`config.mk`:
```
export PLATFORM = sky130hd
export DESIGN_NAME = best_fit_segment_allocator_flat
export DESIGN_NICKNAME = d
export VERILOG_FILES = /design/src/hw/rtl/bfsa_pkg.sv /design/src/hw/rtl/bfsa_req_if.sv /design/src/hw/rtl/bfsa_rsp_if.sv /design/src/hw/rtl/best_fit_segment_allocator.sv /design/src/hw/rtl/bfsa_ram.sv /design/src/hw/rtl/bfsa_scan.sv /design/src/flat_wrapper.sv
export SDC_FILE = /design/constraint.sdc
export NUM_CORES = 2
export LEC_CHECK = 0
export BUFFER_PORTS_ARGS = -buffer_cell sky130_fd_sc_hd__buf_2
export CORE_MARGIN = 2
export CORE_UTILIZATION = 55
export DETAILED_ROUTE_END_ITERATION = 6
export PLACE_DENSITY_LB_ADDON = 0.1
export SYNTH_ARGS = -nofsm -noshare
export SYNTH_HDL_FRONTEND = slang
export SYNTH_SLANG_ARGS = --single-unit
```
`constraint.sdc`:
```
create_clock -name clock -period 7.33 [get_ports clock]
set_input_delay 1.466 -clock clock [delete_from_list [all_inputs] [get_ports clock]]
set_output_delay 1.466 -clock clock [all_outputs]
set_load 0.1 [all_outputs]
```
`src/hw/rtl/bfsa_pkg.sv`:
```
// Shared constants, codes and types of the best-fit segment allocator.
// Used through scoped names by every other RTL file except bfsa_ram.
`default_nettype none

package bfsa_pkg;

   localparam int SEGMENTS     = 16;
   localparam int GRANULE_LOG2 = 3;
   localparam int GRANULE      = 1 << GRANULE_LOG2;
   localparam int DATA_W       = 32;
   localparam int ENTRY_W      = 2 * DATA_W;
   localparam int IDX_W        = $clog2(SEGMENTS);
   localparam int PTR_W        = $clog2(SEGMENTS + 1);

   typedef enum logic [1:0] {
      ST_OK    = 2'd0,
      ST_ZERO  = 2'd1,
      ST_NOFIT = 2'd2,
      ST_FULL  = 2'd3
   } status_type;

   typedef enum logic {
      KIND_LOAD  = 1'b0,
      KIND_ALLOC = 1'b1
   } kind_type;

   typedef enum logic [1:0] {
      S_IDLE,
      S_SCAN,
      S_FINISH
   } state_type;

   typedef struct packed {
      logic             clear;
      logic             check;
      logic             entry_valid;
      logic [IDX_W-1:0] idx;
   } scan_ctl_type;

   typedef struct packed {
      logic              exact;
      logic              found;
      logic [IDX_W-1:0]  idx;
      logic [DATA_W-1:0] base;
      logic [DATA_W-1:0] len;
   } scan_res_type;

endpackage

`default_nettype wire

```
`src/hw/rtl/bfsa_req_if.sv`:
```
// Request channel of the allocator: valid/ready handshake and item payload.
// Depends on bfsa_pkg for field widths.
`default_nettype none

interface bfsa_req_if;
   logic                          valid;
   logic                          ready;
   logic                          kind;
   logic [bfsa_pkg::DATA_W-1:0]   seg_start;
   logic [bfsa_pkg::DATA_W-1:0]   byte_count;

   modport source (output valid, kind, seg_start, byte_count, input ready);
   modport sink   (input valid, kind, seg_start, byte_count, output ready);
endinterface

`default_nettype wire

```
`src/hw/rtl/bfsa_rsp_if.sv`:
```
// Response channel of the allocator: valid/ready handshake and result payload.
// Depends on bfsa_pkg for field widths.
`default_nettype none

interface bfsa_rsp_if;
   logic                          valid;
   logic                          ready;
   logic [1:0]                    status;
   logic [bfsa_pkg::DATA_W-1:0]   block_address;
   logic [bfsa_pkg::DATA_W-1:0]   free_total;

   modport source (output valid, status, block_address, free_total, input ready);
   modport sink   (input valid, status, block_address, free_total, output ready);
endinterface

`default_nettype wire

```
`src/hw/rtl/best_fit_segment_allocator.sv`:
```
// Best-fit segment allocator top level: control sequencer, valid bits, free
// total, response register. Depends on bfsa_pkg, bfsa_req_if, bfsa_rsp_if,
// bfsa_ram and bfsa_scan.
//
// Usage:
//   req_chan carries one transaction per item: kind 0 loads a free segment
//   (seg_start, byte_count) into the first empty table entry; kind 1
//   allocates byte_count bytes, rounded up to the granule, from the best-fit
//   segment. rsp_chan returns exactly one transaction per item: status,
//   block_address (zero unless status is ok) and the free total afterwards.
//   A load or a rejected request passes from acceptance through the finish
//   state to the response register; an allocation first runs through the
//   scan state, which reads one table entry per cycle from the segment RAM.
//   One item is in work at a time; req_chan.ready is high whenever the
//   sequencer is idle, even while a response waits in the output register.
//   Reset (synchronous, active high) empties the table and clears the free
//   total; segment RAM contents are not cleared and need no clearing pass.
//   When rsp_chan.ready is low the finished item holds in the sequencer
//   until the output register frees up.
`default_nettype none

module best_fit_segment_allocator (
   input  wire logic   clock,
   input  wire logic   reset,
   bfsa_req_if.sink    req_chan,
   bfsa_rsp_if.source  rsp_chan
);

   bfsa_pkg::state_type              state_ff, state_in;
   logic                             kind_ff, kind_in;
   logic [bfsa_pkg::DATA_W-1:0]      start_ff, start_in;
   logic [bfsa_pkg::DATA_W-1:0]      size_ff, size_in;
   bfsa_pkg::status_type             err_ff, err_in;
   logic [bfsa_pkg::PTR_W-1:0]       ptr_ff, ptr_in;
   logic                             chk_vld_ff, chk_vld_in;
   logic [bfsa_pkg::IDX_W-1:0]       chk_idx_ff, chk_idx_in;
   logic [bfsa_pkg::SEGMENTS-1:0]    valid_ff, valid_in;
   logic [bfsa_pkg::DATA_W-1:0]      free_ff, free_in;
   logic                             rsp_valid_ff, rsp_valid_in;
   bfsa_pkg::status_type             rsp_status_ff, rsp_status_in;
   logic [bfsa_pkg::DATA_W-1:0]      rsp_addr_ff, rsp_addr_in;
   logic [bfsa_pkg::DATA_W-1:0]      rsp_total_ff, rsp_total_in;

   logic                             accept;
   logic                             slot_free;
   logic                             rd_en;
   logic                             wr_en;
   logic [bfsa_pkg::IDX_W-1:0]       wr_addr;
   logic [bfsa_pkg::ENTRY_W-1:0]     wr_data;
   logic [bfsa_pkg::ENTRY_W-1:0]     rd_data;
   logic [bfsa_pkg::DATA_W:0]        round_sum;
   logic [bfsa_pkg::DATA_W:0]        round_req;
   logic [bfsa_pkg::DATA_W:0]        add_sum;
   logic [bfsa_pkg::DATA_W-1:0]      sub_total;
   logic [bfsa_pkg::IDX_W-1:0]       free_idx;
   logic                             have_free;
   bfsa_pkg::scan_ctl_type           scan_ctl;
   bfsa_pkg::scan_res_type           scan_res;

   assign accept    = req_chan.valid && req_chan.ready;
   assign slot_free = !rsp_valid_ff || rsp_chan.ready;
   assign round_sum = {1'b0, req_chan.byte_count}
                      + (bfsa_pkg::DATA_W + 1)'(bfsa_pkg::GRANULE - 1);
   assign round_req = {round_sum[bfsa_pkg::DATA_W:bfsa_pkg::GRANULE_LOG2],
                       bfsa_pkg::GRANULE_LOG2'(0)};
   assign add_sum   = {1'b0, free_ff} + {1'b0, size_ff};
   assign sub_total = (free_ff >= size_ff) ? (free_ff - size_ff) : '0;

   always_comb begin
      free_idx  = '0;
      have_free = 1'b0;
      for (int i = bfsa_pkg::SEGMENTS - 1; i >= 0; i--) begin
         if (!valid_ff[i]) begin
            free_idx  = bfsa_pkg::IDX_W'(i);
            have_free = 1'b1;
         end
      end
   end

   bfsa_ram #(
      .WIDTH (bfsa_pkg::ENTRY_W),
      .DEPTH (bfsa_pkg::SEGMENTS)
   ) u_seg_ram (
      .clock   (clock),
      .wr_en   (wr_en),
      .wr_addr (wr_addr),
      .wr_data (wr_data),
      .rd_en   (rd_en),
      .rd_addr (ptr_ff[bfsa_pkg::IDX_W-1:0]),
      .rd_data (rd_data)
   );

   assign scan_ctl.clear       = accept;
   assign scan_ctl.check       = chk_vld_ff;
   assign scan_ctl.entry_valid = valid_ff[chk_idx_ff];
   assign scan_ctl.idx         = chk_idx_ff;

   bfsa_scan u_scan (
      .clock    (clock),
      .reset    (reset),
      .ctl      (scan_ctl),
      .req_size (size_ff),
      .rd_data  (rd_data),
      .res      (scan_res)
   );

   always_comb begin
      state_in      = state_ff;
      kind_in       = kind_ff;
      start_in      = start_ff;
      size_in       = size_ff;
      err_in        = err_ff;
      ptr_in        = ptr_ff;
      chk_vld_in    = 1'b0;
      chk_idx_in    = chk_idx_ff;
      valid_in      = valid_ff;
      free_in       = free_ff;
      rsp_valid_in  = rsp_valid_ff && !rsp_chan.ready;
      rsp_status_in = rsp_status_ff;
      rsp_addr_in   = rsp_addr_ff;
      rsp_total_in  = rsp_total_ff;
      req_chan.ready = 1'b0;
      rd_en         = 1'b0;
      wr_en         = 1'b0;
      wr_addr       = free_idx;
      wr_data       = {start_ff, size_ff};

      unique case (state_ff)
         bfsa_pkg::S_IDLE: begin
            req_chan.ready = 1'b1;
            if (accept) begin
               kind_in  = req_chan.kind;
               start_in = req_chan.seg_start;
               ptr_in   = '0;
               if (req_chan.kind == bfsa_pkg::KIND_LOAD) begin
                  size_in  = req_chan.byte_count;
                  err_in   = (req_chan.byte_count == '0) ? bfsa_pkg::ST_ZERO
                                                          : bfsa_pkg::ST_OK;
                  state_in = bfsa_pkg::S_FINISH;
               end else begin
                  size_in = round_req[bfsa_pkg::DATA_W-1:0];
                  if (req_chan.byte_count == '0) begin
                     err_in   = bfsa_pkg::ST_ZERO;
                     state_in = bfsa_pkg::S_FINISH;
                  end else if (round_req[bfsa_pkg::DATA_W]) begin
                     err_in   = bfsa_pkg::ST_NOFIT;
                     state_in = bfsa_pkg::S_FINISH;
                  end else begin
                     err_in   = bfsa_pkg::ST_OK;
                     state_in = bfsa_pkg::S_SCAN;
                  end
               end
            end
         end
         bfsa_pkg::S_SCAN: begin
            if (ptr_ff != bfsa_pkg::PTR_W'(bfsa_pkg::SEGMENTS)) begin
               rd_en      = 1'b1;
               ptr_in     = ptr_ff + bfsa_pkg::PTR_W'(1);
               chk_vld_in = 1'b1;
               chk_idx_in = ptr_ff[bfsa_pkg::IDX_W-1:0];
            end else if (!chk_vld_ff) begin
               state_in = bfsa_pkg::S_FINISH;
            end
         end
         bfsa_pkg::S_FINISH: begin
            if (slot_free) begin
               state_in      = bfsa_pkg::S_IDLE;
               rsp_valid_in  = 1'b1;
               rsp_status_in = err_ff;
               rsp_addr_in   = '0;
               if (err_ff == bfsa_pkg::ST_OK) begin
                  if (kind_ff == bfsa_pkg::KIND_LOAD) begin
                     if (have_free) begin
                        wr_en              = 1'b1;
                        valid_in[free_idx] = 1'b1;
                        free_in = add_sum[bfsa_pkg::DATA_W] ? '1
                                                            : add_sum[bfsa_pkg::DATA_W-1:0];
                     end else begin
                        rsp_status_in = bfsa_pkg::ST_FULL;
                     end
                  end else if (scan_res.exact) begin
                     valid_in[scan_res.idx] = 1'b0;
                     rsp_addr_in            = scan_res.base;
                     free_in                = sub_total;
                  end else if (scan_res.found) begin
                     wr_en       = 1'b1;
                     wr_addr     = scan_res.idx;
                     wr_data     = {scan_res.base + size_ff, scan_res.len - size_ff};
                     rsp_addr_in = scan_res.base;
                     free_in     = sub_total;
                  end else begin
                     rsp_status_in = bfsa_pkg::ST_NOFIT;
                  end
               end
               rsp_total_in = free_in;
            end
         end
         default: begin
            state_in = bfsa_pkg::S_IDLE;
         end
      endcase
   end

   always_ff @(posedge clock) begin
      if (reset) begin
         state_ff     <= bfsa_pkg::S_IDLE;
         chk_vld_ff   <= 1'b0;
         valid_ff     <= '0;
         free_ff      <= '0;
         rsp_valid_ff <= 1'b0;
      end else begin
         state_ff     <= state_in;
         chk_vld_ff   <= chk_vld_in;
         valid_ff     <= valid_in;
         free_ff      <= free_in;
         rsp_valid_ff <= rsp_valid_in;
      end
   end

   always_ff @(posedge clock) begin
      kind_ff       <= kind_in;
      start_ff      <= start_in;
      size_ff       <= size_in;
      err_ff        <= err_in;
      ptr_ff        <= ptr_in;
      chk_idx_ff    <= chk_idx_in;
      rsp_status_ff <= rsp_status_in;
      rsp_addr_ff   <= rsp_addr_in;
      rsp_total_ff  <= rsp_total_in;
   end

   assign rsp_chan.valid         = rsp_valid_ff;
   assign rsp_chan.status        = rsp_status_ff;
   assign rsp_chan.block_address = rsp_addr_ff;
   assign rsp_chan.free_total    = rsp_total_ff;

`ifndef NO_ASSERTIONS
   a_check_in_scan : assert property (@(posedge clock) disable iff (reset)
      chk_vld_ff |-> state_ff == bfsa_pkg::S_SCAN)
      else $error("entry check outside scan");

   a_write_in_finish : assert property (@(posedge clock) disable iff (reset)
      wr_en |-> (state_ff == bfsa_pkg::S_FINISH && slot_free))
      else $error("segment RAM write outside finish");

   a_err_addr_zero : assert property (@(posedge clock) disable iff (reset)
      (rsp_valid_ff && rsp_status_ff != bfsa_pkg::ST_OK) |-> rsp_addr_ff == '0)
      else $error("nonzero address on error response");

   a_finish_holds : assert property (@(posedge clock) disable iff (reset)
      (state_ff == bfsa_pkg::S_FINISH && !slot_free) |=> state_ff == bfsa_pkg::S_FINISH)
      else $error("finished item dropped while response stalled");
`endif

endmodule

`default_nettype wire

```
`src/hw/rtl/bfsa_ram.sv`:
```
// Generic single-write, single-read synchronous RAM with registered read data.
// No dependencies.
`default_nettype none

module bfsa_ram #(
   parameter int WIDTH = 64,
   parameter int DEPTH = 16
) (
   input  wire logic                     clock,
   input  wire logic                     wr_en,
   input  wire logic [$clog2(DEPTH)-1:0] wr_addr,
   input  wire logic [WIDTH-1:0]         wr_data,
   input  wire logic                     rd_en,
   input  wire logic [$clog2(DEPTH)-1:0] rd_addr,
   output      logic [WIDTH-1:0]         rd_data
);

   logic [WIDTH-1:0] mem_ff [DEPTH];

   always_ff @(posedge clock) begin
      if (wr_en) begin
         mem_ff[wr_addr] <= wr_data;
      end
      if (rd_en) begin
         rd_data <= mem_ff[rd_addr];
      end
   end

endmodule

`default_nettype wire

```
`src/hw/rtl/bfsa_scan.sv`:
```
// Best-fit tracker: looks at one table entry per cycle as read data returns
// and keeps the first exact match or the shortest segment that still fits.
// Depends on bfsa_pkg.
`default_nettype none

module bfsa_scan (
   input  wire logic                          clock,
   input  wire logic                          reset,
   input  wire bfsa_pkg::scan_ctl_type        ctl,
   input  wire logic [bfsa_pkg::DATA_W-1:0]   req_size,
   input  wire logic [bfsa_pkg::ENTRY_W-1:0]  rd_data,
   output      bfsa_pkg::scan_res_type        res
);

   bfsa_pkg::scan_res_type        res_ff;
   bfsa_pkg::scan_res_type        res_in;
   logic [bfsa_pkg::DATA_W-1:0]   ent_base;
   logic [bfsa_pkg::DATA_W-1:0]   ent_len;

   assign ent_base = rd_data[bfsa_pkg::ENTRY_W-1:bfsa_pkg::DATA_W];
   assign ent_len  = rd_data[bfsa_pkg::DATA_W-1:0];
   assign res      = res_ff;

   always_comb begin
      res_in = res_ff;
      if (ctl.clear) begin
         res_in.exact = 1'b0;
         res_in.found = 1'b0;
      end else if (ctl.check && ctl.entry_valid && !res_ff.exact) begin
         if (ent_len == req_size) begin
            res_in.exact = 1'b1;
            res_in.found = 1'b1;
            res_in.idx   = ctl.idx;
            res_in.base  = ent_base;
            res_in.len   = ent_len;
         end else if (ent_len > req_size && (!res_ff.found || ent_len < res_ff.len)) begin
            res_in.found = 1'b1;
            res_in.idx   = ctl.idx;
            res_in.base  = ent_base;
            res_in.len   = ent_len;
         end
      end
   end

   always_ff @(posedge clock) begin
      if (reset) begin
         res_ff <= '0;
      end else begin
         res_ff <= res_in;
      end
   end

endmodule

`default_nettype wire
```
`src/flat_wrapper.sv`:
```
// flat-port wrapper written by rule: the top's interface ports become plain ports
module best_fit_segment_allocator_flat 
  (clock, reset, req_chan_valid, req_chan_kind, req_chan_seg_start, req_chan_byte_count, req_chan_ready, rsp_chan_valid, rsp_chan_status, rsp_chan_block_address, rsp_chan_free_total, rsp_chan_ready);
  bfsa_req_if req_chan_i ();
  bfsa_rsp_if rsp_chan_i ();
  input  wire logic clock;
  input  wire logic reset;
  input wire logic [$bits(req_chan_i.valid)-1:0] req_chan_valid;
  input wire logic [$bits(req_chan_i.kind)-1:0] req_chan_kind;
  input wire logic [$bits(req_chan_i.seg_start)-1:0] req_chan_seg_start;
  input wire logic [$bits(req_chan_i.byte_count)-1:0] req_chan_byte_count;
  output wire logic [$bits(req_chan_i.ready)-1:0] req_chan_ready;
  output wire logic [$bits(rsp_chan_i.valid)-1:0] rsp_chan_valid;
  output wire logic [$bits(rsp_chan_i.status)-1:0] rsp_chan_status;
  output wire logic [$bits(rsp_chan_i.block_address)-1:0] rsp_chan_block_address;
  output wire logic [$bits(rsp_chan_i.free_total)-1:0] rsp_chan_free_total;
  input wire logic [$bits(rsp_chan_i.ready)-1:0] rsp_chan_ready;
  assign req_chan_i.valid = req_chan_valid;
  assign req_chan_i.kind = req_chan_kind;
  assign req_chan_i.seg_start = req_chan_seg_start;
  assign req_chan_i.byte_count = req_chan_byte_count;
  assign req_chan_ready = req_chan_i.ready;
  assign rsp_chan_valid = rsp_chan_i.valid;
  assign rsp_chan_status = rsp_chan_i.status;
  assign rsp_chan_block_address = rsp_chan_i.block_address;
  assign rsp_chan_free_total = rsp_chan_i.free_total;
  assign rsp_chan_i.ready = rsp_chan_ready;
  best_fit_segment_allocator u_core (.clock(clock), .reset(reset), .req_chan(req_chan_i), .rsp_chan(rsp_chan_i));
endmodule
```
==> metrics <==
outcome completed; register area around 40000 sq um; minimum clock period around 5.0 ns; Ys Warns 0; post-route ant nets 0; Setup crit end kind flip-flop; most frequent cells in the layout 1230 x edfxtp_1, 325 x mux4_2, 195 x nand2_1; Slew @ Worst Pin about 1.2 ns; Final Cell Area between 60000 and 70000 sq um; synthesized area 60800 sq um; Peak supply drop around 210 uV; Switching Share about a quarter; mean post-synth cell area approximately 16 sq um; htree depth 4; total grt overflow 0; die area roughly 110000 sq um; number of port buffers roughly 140; core area 109000 sq um; slew margin rel. between 20% and 30%; internal power roughly 13 mW; largest net degree at the start of global routing between 100 and 150; RSZ-0062 raised after global routing false; Synth cell types 79; Area growth syn-to-layout 12.2%; clock slew at reported path FFs around 0.06 ns; Die Height 336 microns; Hold WC Path Type reg -> reg; Setup Skew ~0.038 ns; PwrDens 263 nW/um^2; Final Max Slew Viols 0; Post-CTS Setup Bufs 0; Min-Delay Path Depth 2; Sequential Power Share approximately 49%; Combinational Power Share about an eighth; CP Max Fanout 28; FP Rows 121; CTS tree built; die width approximately 340 microns; Ports 137; Starting Density between 50% and 60%; Synth Register Bits roughly 1400; DP HPWL 103000 microns; post-cts sizing count 0; switching power between 4 and 5 mW; Crit Path Class reg -> reg; DRT Pass-1 Iters 6; worst reg2reg path depth 11; TritonCTS Buffers between 100 and 150; # Max-Cap Violations 0; period utilization between 60% and 70%; CP Launch Type flip-flop; final hold violations 0; initial antenna violation count 9; prevailing post-synth register cell edfxtp_1; area of the multi-input gates 20300 sq um; syn nets about 4200; initial drt markers about 4000; Worst EP required 8.01 ns; latest clock arrival within the worst-skew pair just under 0.8 ns; gr usage total 28.7%; Fmax achieved about 200 MHz; layout cells sized above 1 about a fifth; Clock power frac about two fifths; placed cells 5438; cells after synthesis between 3000 and 4000; # hold bufs at CTS 0; Post-synth EDFFs ~1200; crit path DAT between 5 and 6 ns; final-report setup violation count 0; post-layout instance count excluding filler cells between 5000 and 6000; Final Total Pwr 18.0 mW; vias in the first global route 35200; Routed WL approximately 160000 microns; Leak roughly 23 nW; sequential-to-total area share from yosys stat between 60 and 70%; global-route wire length before repair 235000 microns; Post-DP Area ~64000 sq um; wire per inst 28.2 microns; GP Congestion just over 0.9; Clock Path Buffers 3; final design utilization around 62%; DRC 0; Vias/cell 6.34; ys async rst share 0%; root buf cell clkbuf_16; Fillers 8000; setup tns final 0 ns; most common cell after layout, fill and taps aside edfxtp_1; fin nets roughly 4400; reg2reg setup slack around 2.4 ns; DR vias 36100; # clock sinks 1352
## cell type report
cell class | instances | area share, %
Clock buffer | 181 | 5.43
Antenna cell | 3 | 0.0110
Clock inverter | 75 | 1.21
Timing Repair Buffer | 243 | 2.33
Sequential cell | 1352 | 57.7
Inverter | 139 | 0.769
Tap cell | 1476 | 2.71
Multi-Input combinational cell | 2228 | 29.8
## routing by layer
layer / part of all wire (%) / GRT usage, % / up-vias
met3: 7.2 / 3.91 / 319
met2: 47 / 45.5 / 1538
met5: 0 / 0 / -
li1: - / - / 15800
met1: 41 / 40.7 / 18500
met4: 4.4 / 11.7 / 0
## sequential cells by signal, summed over array words and instances, names as in the netlist, 4 cells and up
register and flops:
u_core.chk_idx_ff 4, u_core.u_seg_ram.mem_ff 1024, u_core.ptr_ff 5, u_core.size_ff 32, u_core.u_seg_ram.rd_data 64, u_core.start_ff 32
u_core.u_scan.res 70, u_core.valid_ff 16, u_core.rsp_chan.free_total 32, u_core.free_ff 32, u_core.rsp_chan.block_address 32
## critical path, cell delays in order (launching register included)
cell and delay [ns]:
edfxtp_1 0.70, inv_1 0.24, ha_1 0.36, nand4_1 0.21
or4_1 0.70, or4_1 0.64, or3_1 0.55, nand2_1 0.15
a2111oi_0 0.10, nor4_4 0.32, buf_4 0.58, mux2i_1 0.26
## stage by stage
step / hold slack [ns] / worst slack, ns
after CTS: 0.496 / 2.32
after floorplan: 0.424 / -0.691
final: 0.495 / 2.35
after global placement: 0.479 / 2.00
after detailed placement: 0.488 / 2.01
after global routing: 0.515 / 2.16
## cell usage after synthesis (15+ instances only)
library cell	n	share of area, %
xor2_1	29	0.42
o21a_1	30	0.37
nor2b_1	20	0.21
mux4_2	325	12
a211oi_1	29	0.36
edfxtp_1	1230	61
nand2_1	195	1.2
nor2_1	176	1.1
or3_1	22	0.23
nand3_1	55	0.45
inv_1	131	0.81
a221o_1	15	0.25
and3_1	19	0.20
xnor2_1	76	1.1
o211ai_1	20	0.25
a31oi_1	24	0.25
ha_1	191	3.9
buf_1	31	0.19
o31ai_1	22	0.27
dfxtp_1	122	4.0
mux2i_1	76	1.3
and2_1	43	0.44
nand2b_1	164	1.7
clkbuf_1	130	0.80
nor4_1	23	0.24
o21bai_1	19	0.23
nand4_1	34	0.35
o21ai_0	132	1.1
nor3_1	53	0.44
a21o_1	63	0.78
a21oi_1	166	1.4
o21ai_1	29	0.24
## path summary, 6_finish.rpt
check	end	from
min	u_core.u_scan.res[23]	u_core.u_scan.res[23]
max reg2reg	u_core.u_scan.res[38]	u_core.size_ff[31]
min reg2reg	u_core.u_scan.res[23]	u_core.u_scan.res[23]
max	u_core.u_scan.res[38]	u_core.size_ff[31]
## cells by family (layout without fill, tap and decap cells)
| kind of cell | after synthesis | in the layout | share of synthesized area [%] |
|---|---|---|---|
| compound gates | 655 | 655 | 6.96 |
| xor+xnor | 105 | 105 | 1.51 |
| fa+ha+maj | 195 | 195 | 4.06 |
| buf+inv | 309 | 638 | 1.97 |
| flops | 1352 | 1352 | 64.8 |
| mux | 401 | 401 | 13.3 |
| other cells | 0 | 3 | 0 |
| simple gates | 872 | 872 | 7.40 |
## power by group through the flow
stage	Clock, mW	Combinational [mW]	Sequential [mW]
6_report	7.02	2.18	8.75
5_1_grt	7.43	2.35	8.76
4_1_cts	7.13	2.19	8.75
3_5_place_dp	0	2.19	8.91
3_3_place_gp	0	2.18	8.91
2_1_floorplan	0	1.42	9.01
Power figures use the tool's default switching activity.
